<file path="src/hw/rtl/rhf_pkg.sv">
`timescale 1ns / 1ps

package rhf_pkg;

   localparam logic [63:0] DJB2_START = 64'd5381;

   localparam int CRITICAL_DEPTH_DEF = 16;
   localparam int TRAIL_DEPTH_DEF    = 32;

   // item kinds
   localparam logic CMD_APPEND = 1'b0;
   localparam logic CMD_FINISH = 1'b1;

   // message type codes
   localparam logic [1:0] MSG_SOS     = 2'd0;
   localparam logic [1:0] MSG_CHECKIN = 2'd1;
   localparam logic [1:0] MSG_TRAIL   = 2'd2;

   // hash operand select
   localparam logic [1:0] FOLD_NONE   = 2'd0;
   localparam logic [1:0] FOLD_BYTE   = 2'd1;
   localparam logic [1:0] FOLD_SUFFIX = 2'd2;
   localparam logic [1:0] FOLD_DIGIT  = 2'd3;

   // decimal conversion by reciprocal multiply
   localparam int          DEC_DIGITS = 10;
   localparam logic [31:0] DEC_RECIP  = 32'hCCCC_CCCD;
   localparam int          DEC_SHIFT  = 35;

   // suffix texts, first character in the top byte
   localparam int SUFFIX_MAX = 14;
   localparam logic [8*SUFFIX_MAX-1:0] TEXT_SOS     = {":SOS:", 72'd0};
   localparam logic [8*SUFFIX_MAX-1:0] TEXT_CHECKIN = {":CheckIn:", 40'd0};
   localparam logic [8*SUFFIX_MAX-1:0] TEXT_TRAIL   = ":TrailMessage:";

   typedef struct packed {
      logic [1:0] fold_sel;
      logic [3:0] suffix_idx;
      logic       load_item;
      logic       dec_pop;
      logic       search_clear;
      logic       search_read;
      logic       commit;
   } rhf_cmd_type;

   typedef struct packed {
      logic suffix_last;
      logic dec_done;
      logic dec_empty;
      logic search_last;
   } rhf_status_type;

   function automatic logic [3:0] suffix_len(input logic [1:0] kind);
      logic [3:0] len;
      case (kind)
         MSG_SOS:     len = 4'd5;
         MSG_CHECKIN: len = 4'd9;
         default:     len = 4'd14;
      endcase
      return len;
   endfunction

   function automatic logic [7:0] suffix_char(input logic [1:0] kind, input logic [3:0] idx);
      logic [8*SUFFIX_MAX-1:0] text;
      logic [7:0]              ch;
      case (kind)
         MSG_SOS:     text = TEXT_SOS;
         MSG_CHECKIN: text = TEXT_CHECKIN;
         default:     text = TEXT_TRAIL;
      endcase
      if (int'(idx) < SUFFIX_MAX) begin
         ch = text[8*(SUFFIX_MAX-1-int'(idx)) +: 8];
      end else begin
         ch = 8'd0;
      end
      return ch;
   endfunction

endpackage

</file>
<file path="src/hw/rtl/rhf_controller.sv">
`timescale 1ns / 1ps

module rhf_controller (
   input  logic                    clock,
   input  logic                    reset,
   input  logic                    req_tvalid,
   input  logic                    req_cmd,
   output logic                    req_tready,
   input  logic                    rsp_tready,
   output logic                    rsp_tvalid,
   output rhf_pkg::rhf_cmd_type    cmd,
   input  rhf_pkg::rhf_status_type status
);
   import rhf_pkg::*;

   localparam logic [2:0] ST_IDLE   = 3'd0;
   localparam logic [2:0] ST_SUFFIX = 3'd1;
   localparam logic [2:0] ST_DIGITS = 3'd2;
   localparam logic [2:0] ST_SEARCH = 3'd3;
   localparam logic [2:0] ST_SCMP   = 3'd4;
   localparam logic [2:0] ST_DONE   = 3'd5;

   logic [2:0] state_ff, state_in;
   logic [3:0] idx_ff, idx_in;
   logic       rsp_valid_ff, rsp_valid_in;
   logic       accept;

   always_comb begin
      accept   = req_tvalid && (state_ff == ST_IDLE);
      state_in = state_ff;
      idx_in   = idx_ff;
      cmd              = '0;
      cmd.fold_sel     = FOLD_NONE;
      cmd.suffix_idx   = idx_ff;
      case (state_ff)
         ST_IDLE: begin
            if (accept) begin
               if (req_cmd == CMD_APPEND) begin
                  cmd.fold_sel = FOLD_BYTE;
               end else begin
                  cmd.load_item = 1'b1;
                  idx_in        = 4'd0;
                  state_in      = ST_SUFFIX;
               end
            end
         end
         ST_SUFFIX: begin
            cmd.fold_sel = FOLD_SUFFIX;
            if (status.suffix_last) begin
               state_in = ST_DIGITS;
            end else begin
               idx_in = idx_ff + 4'd1;
            end
         end
         ST_DIGITS: begin
            if (status.dec_done) begin
               if (status.dec_empty) begin
                  cmd.search_clear = 1'b1;
                  state_in         = ST_SEARCH;
               end else begin
                  cmd.fold_sel = FOLD_DIGIT;
                  cmd.dec_pop  = 1'b1;
               end
            end
         end
         ST_SEARCH: begin
            cmd.search_read = 1'b1;
            if (status.search_last) begin
               state_in = ST_SCMP;
            end
         end
         ST_SCMP: begin
            state_in = ST_DONE;
         end
         ST_DONE: begin
            if (!rsp_valid_ff || rsp_tready) begin
               cmd.commit = 1'b1;
               state_in   = ST_IDLE;
            end
         end
         default: begin
            state_in = ST_IDLE;
         end
      endcase
      if (cmd.commit) begin
         rsp_valid_in = 1'b1;
      end else if (rsp_tready) begin
         rsp_valid_in = 1'b0;
      end else begin
         rsp_valid_in = rsp_valid_ff;
      end
   end

   always_ff @(posedge clock) begin
      if (reset) begin
         state_ff     <= ST_IDLE;
         idx_ff       <= 4'd0;
         rsp_valid_ff <= 1'b0;
      end else begin
         state_ff     <= state_in;
         idx_ff       <= idx_in;
         rsp_valid_ff <= rsp_valid_in;
      end
   end

   assign req_tready = (state_ff == ST_IDLE);
   assign rsp_tvalid = rsp_valid_ff;

endmodule

</file>
<file path="config.mk">
export PLATFORM = sky130hd
export DESIGN_NAME = rhf_controller
export DESIGN_NICKNAME = d
export VERILOG_FILES = /design/src/hw/rtl/rhf_pkg.sv /design/src/hw/rtl/rhf_controller.sv
export SDC_FILE = /design/constraint.sdc
export NUM_CORES = 1
export LEC_CHECK = 0
export ABC_AREA = 1
export CORE_AREA = 2 2 39 41
export DETAILED_ROUTE_END_ITERATION = 8
export DIE_AREA = 0 0 41 43
export DONT_BUFFER_PORTS = 1
export MAX_ROUTING_LAYER = met4
export PLACE_DENSITY = 0.58
export SYNTH_ARGS = -nofsm -noshare
export SYNTH_HDL_FRONTEND = slang
export SYNTH_SLANG_ARGS = --single-unit
</file>
<file path="constraint.sdc">
create_clock -name clock -period 1.4 [get_ports clock]
set_clock_uncertainty 0.1 [all_clocks]
set_input_delay 0.14 -clock clock [delete_from_list [all_inputs] [get_ports clock]]
set_output_delay 0.14 -clock clock [all_outputs]
set_load 0.005 [all_outputs]
</file>
==> metrics, run 1 <==
power density cells=1660 nW/um^2; Max Freq=0.725 GHz; Syn Area/Cell=5.88 um^2; cells after synthesis=94; CTS tree=done; Crit Reg-Reg Startpoint=state_ff[2]; Final Util=49.8%; share of cells above drive strength 1=26.0%; DIE AREA=1760 um^2; Yosys Warn Count=0; Slew Limit Fails=0; CP Class=reg -> out; I/O Pins=22; element type at the critical path end=output pin; clk buf depth=2; final setup fails=0; HP Class=in -> reg; count of non-filler cells in the finished layout=116; DR iter-0 viols=7; port bufs=0; total grt overflow=0; Layout area overhead=24.7%; #FFs+latches synth=8; # DRC=0; Synth Net Count=104; core area=1380 um^2; synth unique cells=18; status=finished, final reports clean; minimum clock period=1.38 ns; RSZ-0062 raised after global routing=yes; worst setup path startpoint=state_ff[2]; CP arrival=1.14 ns; Mapped Area=553 um^2; antenna violations before repair=0; Placer Congestion=0.796; Hold Startpoint=rsp_tready; chip height=43 um; Hold Slack=0.00888 ns; Startpoint Class=register; vias in the first global route=553; row count=14; TritonCTS Buffers=3; Via density=5.15; Worst Tran Pin Value=0.213 ns; DPL Wire Length=1050 um; CTS H-tree lvls=1; Root Driver=clkbuf_4; commonest non-fill, non-tap cell in the layout=nand2_1; clock sinks=8; maxcap violations=0; Fin Setup TNS=0 ns; Post-Place Cells=112; worst path required time=1.16 ns; starting density of the core=40.0%; most frequent cells in the layout=nand2_1, nor2_1, inv_1, nand3_1; Seq/Total Area, Yosys=29.0%; peak supply drop=544 uV; # diodes=0; GRT Total Usage=19.0%; Final Hold Viols=0; first-pass GRT wire length=2170 um; Via Count=597; crit-path max FO=7; Worst-Skew Late Latency=0.25 ns; leakage=0.330 nW; final wirelength=1300 um; NumNets Final=112; Tcrit/Tclk final=98.5%; largest net degree at the start of global routing=9; CTS clk-pin slew, worst paths=0.05 ns; Slew headroom=85.7%; die width=41 um; Final ANT Viol Nets=0; routed len/inst=11.2 um; drt pass-1 iters=4
final timing paths:
kind | end | slack, ns | cells after the start
setup reg to reg | state_ff[1] | 0.13 | 6
setup / recovery | cmd[3] | 0.02 | 4
hold reg to reg | idx_ff[0] | 0.43 | 2
hold / removal | rsp_tvalid | 0.009 | 3
stage by stage:
step | worst slack [ns] | power, W | cell area (um^2)
2_1_floorplan | 0.121 | 0.000735 | 553
3_3_place_gp | -0.0588 | 0.000865 | 591
3_5_place_dp | -0.0551 | 0.000864 | 591
4_1_cts | -0.0141 | 0.00110 | 652
5_1_grt | -0.0617 | 0.00127 | 689
6_report | 0.0204 | 0.00115 | 689
where the power goes:
| group | internal, W | switching [W] | total [W] | leakage, nW |
|---|---|---|---|---|
| registers | 0.000287 | 0.0000975 | 0.000384 | 0.0672 |
| clock network | 0.0000981 | 0.0000793 | 0.000177 | 0.0138 |
| logic | 0.000226 | 0.000358 | 0.000585 | 0.249 |
| total | 0.000611 | 0.000535 | 0.00115 | 0.330 |
critical path: stages (launching register included):
cell     delay (ns)
dfxtp_4        0.37
nor2_4         0.15
nand2_4        0.08
nor3_4         0.14
buf_4          0.14
metal layers:
metal | up-vias | global-route usage (%) | wire length [um]
met5 | - | - | 0
met4 | 0 | 14.0 | 48
met3 | 6 | 4.71 | 88
met2 | 17 | 26.9 | 594
met1 | 265 | 22.1 | 563
li1 | 309 | - | -
repair_timing:
item | CTS | global route
setup buffers | 0 | 0
gates cloned | 0 | 0
endpoints found under the hold margin | 6 | 0
setup endpoints to repair | 10 | 10
gates resized for setup | 11 | 10
hold buffers | 1 | 0
synth_stat cells (all sizes together):
library cell  instances  area share (%)
nand3                14              14
a21oi                 5             4.5
nor2                 20              14
xnor2                 1             1.6
nand4                 1             1.1
ha                    1             2.3
buf                   2             2.3
dfxtp                 8              29
nor3                  2             2.7
nand3b                1             1.4
inv                  16              11
nand2                20              14
o21ai                 3             2.7
flip-flops by register name, indices dropped and copies added (netlist names):
| register | cells |
|---|---|
| state_ff | 3 |
| rsp_tvalid | 1 |
| idx_ff | 4 |
cell families (layout without fill, tap and decap cells):
kind of cell               Yosys count  in the layout  synth area share, %
DFF                                  8              8                 29.0
and+or+nand+nor                     58             58                 46.8
adders and majority gates            1              1                 2.26
buffers and inverters               18             24                 13.1
AOI/OAI and AO/OA                    8              8                 7.24
xor gates and xnor gates             1              1                 1.58
final cells by class:
type	count	area (um^2)
tap	16	20.0
clock buffer	3	22.5
fill	155	694
sequential	8	171
timing repair buffer	5	40.0
inverter	16	60.1
multi-input combinational	68	375
(Power assumes the default switching activity.)
==> inputs of run 2 (changes only) <==
--- a/config.mk
+++ b/config.mk
@@ -10,6 +10,7 @@
 export DETAILED_ROUTE_END_ITERATION = 8
 export DIE_AREA = 0 0 41 43
 export DONT_BUFFER_PORTS = 1
+export GPL_TIMING_DRIVEN = 0
 export MAX_ROUTING_LAYER = met4
 export PLACE_DENSITY = 0.58
 export SYNTH_ARGS = -nofsm -noshare
==> run 2 against run 1 <==
Final cell count is 0.86% higher. Sequential cell count is the same. Global-route usage shrank 1.0 points. Sequential share of layout area fell by 0.40 points. Final area increased by 1.6%. Hold slack better by 0.0081 ns. Via count shrank 1.2%. Largest cell class unchanged. Largest power group unchanged. Highest routed layer is now met3.
==> metrics, run 2 (synthesis results as in run 1) <==
drt pass-1 iters=3 (was 4); HP Class=in -> reg (unchanged); final setup fails=0 (unchanged); Root Driver=clkbuf_4 (unchanged); max reg flops=4 (unchanged); starting density of the core=40.0% (unchanged); WL met2=626 um (was 594 um); most frequent cells in the layout=nand2_1, nor2_1, nand3_1 (was nand2_1, nor2_1, inv_1, nand3_1); total grt overflow=0 (unchanged); Post-Place Cells=110 (was 112); Fin Setup TNS=0 ns (unchanged); TritonCTS Buffers=3 (unchanged); worst path required time=1.16 ns (about the same); Final Util=50.6% (was 49.8%); Filler cells=148 (was 155); NumNets Final=113 (was 112); CTS H-tree lvls=1 (unchanged); clk buf depth=2 (unchanged); # diodes=0 (unchanged); Final Hold Viols=0 (unchanged); CTS tree=done (unchanged); count of non-filler cells in the finished layout=117 (was 116); CP Class=reg -> out (unchanged); DR iter-0 viols=3 (was 7); minimum clock period=1.36 ns (was 1.38 ns); largest net degree at the start of global routing=9 (unchanged); r2r endpoint=state_ff[1] (unchanged); worst setup path startpoint=state_ff[0] (was state_ff[2]); CTS clk-pin slew, worst paths=0.05 ns (about the same); Final ANT Viol Nets=0 (unchanged); Via density=5.04 (was 5.15); share of cells above drive strength 1=26.7% (was 26.0%); port bufs=0 (unchanged); GRT Total Usage=18.0% (was 19.0%); chip height=43 um (unchanged); row count=14 (unchanged); Slew headroom=87.1% (was 85.7%); Worst Tran Pin Value=0.193 ns (was 0.213 ns); I/O Pins=22 (unchanged); commonest non-fill, non-tap cell in the layout=nand2_1 (unchanged); Hold Slack=0.0170 ns (was 0.00888 ns); crit-path max FO=7 (unchanged); core area=1380 um^2 (unchanged); Startpoint Class=register (unchanged); clock sinks=8 (unchanged); # DRC=0 (unchanged); peak supply drop=734 uV (was 544 uV); routed len/inst=11.2 um (about the same); Max Freq=0.733 GHz (was 0.725 GHz); maxcap violations=0 (unchanged); FF-to-FF setup slack=0.09 ns (was 0.13 ns); DPL Wire Length=963 um (was 1050 um); CP arrival=1.12 ns (was 1.14 ns); die width=41 um (unchanged); first-pass GRT wire length=2150 um (was 2170 um); Slew Limit Fails=0 (unchanged); DIE AREA=1760 um^2 (unchanged); element type at the critical path end=output pin (unchanged); Via Count=590 (was 597); Tcrit/Tclk final=97.4% (was 98.5%); Top reg by flops=idx_ff (unchanged); vias in the first global route=547 (was 553); Worst-Skew Late Latency=0.24 ns (was 0.25 ns); max layer used=met3 (was met4); Placer Congestion=0.746 (was 0.796); power density cells=1690 nW/um^2 (was 1660 nW/um^2); leakage=0.332 nW (was 0.330 nW); Layout area overhead=26.7% (was 24.7%); Register-to-Register Path Depth=7 (was 6); Critical Path Sink=cmd[10] (was cmd[3]); antenna violations before repair=0 (unchanged); final wirelength=1320 um (was 1300 um); Crit Reg-Reg Startpoint=state_ff[2] (unchanged); Met3 Wirelength=70 um (was 88 um); status=finished, final reports clean (unchanged); Power, Total=0.00119 W (was 0.00115 W); M1 WL=619 um (was 563 um); RSZ-0062 raised after global routing=yes (unchanged)
run 2: timing repair:
action                                  4_1_cts  5_1_grt
buffers inserted                              2        2
gates resized for setup                      19        5
hold endpoints to repair                      6        0
pin swaps                                     1        3
endpoints found under the setup margin       10       10
hold buffers                                  1        0
run 2: layer usage:
metal / track usage [%] / vias to the layer above
met4: 8.00 / 0
met1: 20.5 / 263
met2: 30.0 / 15
met5: - / -
li1: - / 312
met3: 1.57 / 0
run 2: through the flow:
stage	cell area [um^2]	setup slack, ns
floorplan	553	0.121
detailed placement	573	-0.106
CTS	683	-0.0127
finish	701	0.0366
global route	701	-0.0694
global placement	573	-0.0650
run 2: worst max-delay path: stages (launching register included):
cell and delay, ns:
dfxtp_4 0.38, nor2_4 0.11, nand2_2 0.08, nor3_4 0.16, inv_2 0.06, nand2_1 0.07
run 2: layout make-up:
cell class | instances | area [um^2] | share of cell area (%)
sequential | 8 | 171 | 24.5
inverter | 16 | 60.1 | 8.57
timing repair buffer | 5 | 40.0 | 5.71
multi-input combinational | 68 | 379 | 54.1
tap | 16 | 20.0 | 2.86
clock buffer | 3 | 22.5 | 3.21
buffer | 1 | 7.51 | 1.07
run 2: worst min-delay path by stage:
| stage | depth (start not counted) | slack, ns | from | to |
|---|---|---|---|---|
| floorplan | 1 | 0.11 | reset | idx_ff[2] |
| global placement | 1 | 0.11 | reset | idx_ff[2] |
| detailed placement | 1 | 0.11 | reset | idx_ff[2] |
| CTS | 3 | 0.004 | rsp_tready | rsp_tvalid |
| global route | 3 | 0.03 | rsp_tready | rsp_tvalid |
| finish | 3 | 0.02 | rsp_tready | rsp_tvalid |
run 2: power breakdown:
part / switching, W / internal (W)
combinational: 0.000361 / 0.000257
clock: 0.0000682 / 0.0000974
sequential: 0.000115 / 0.000287
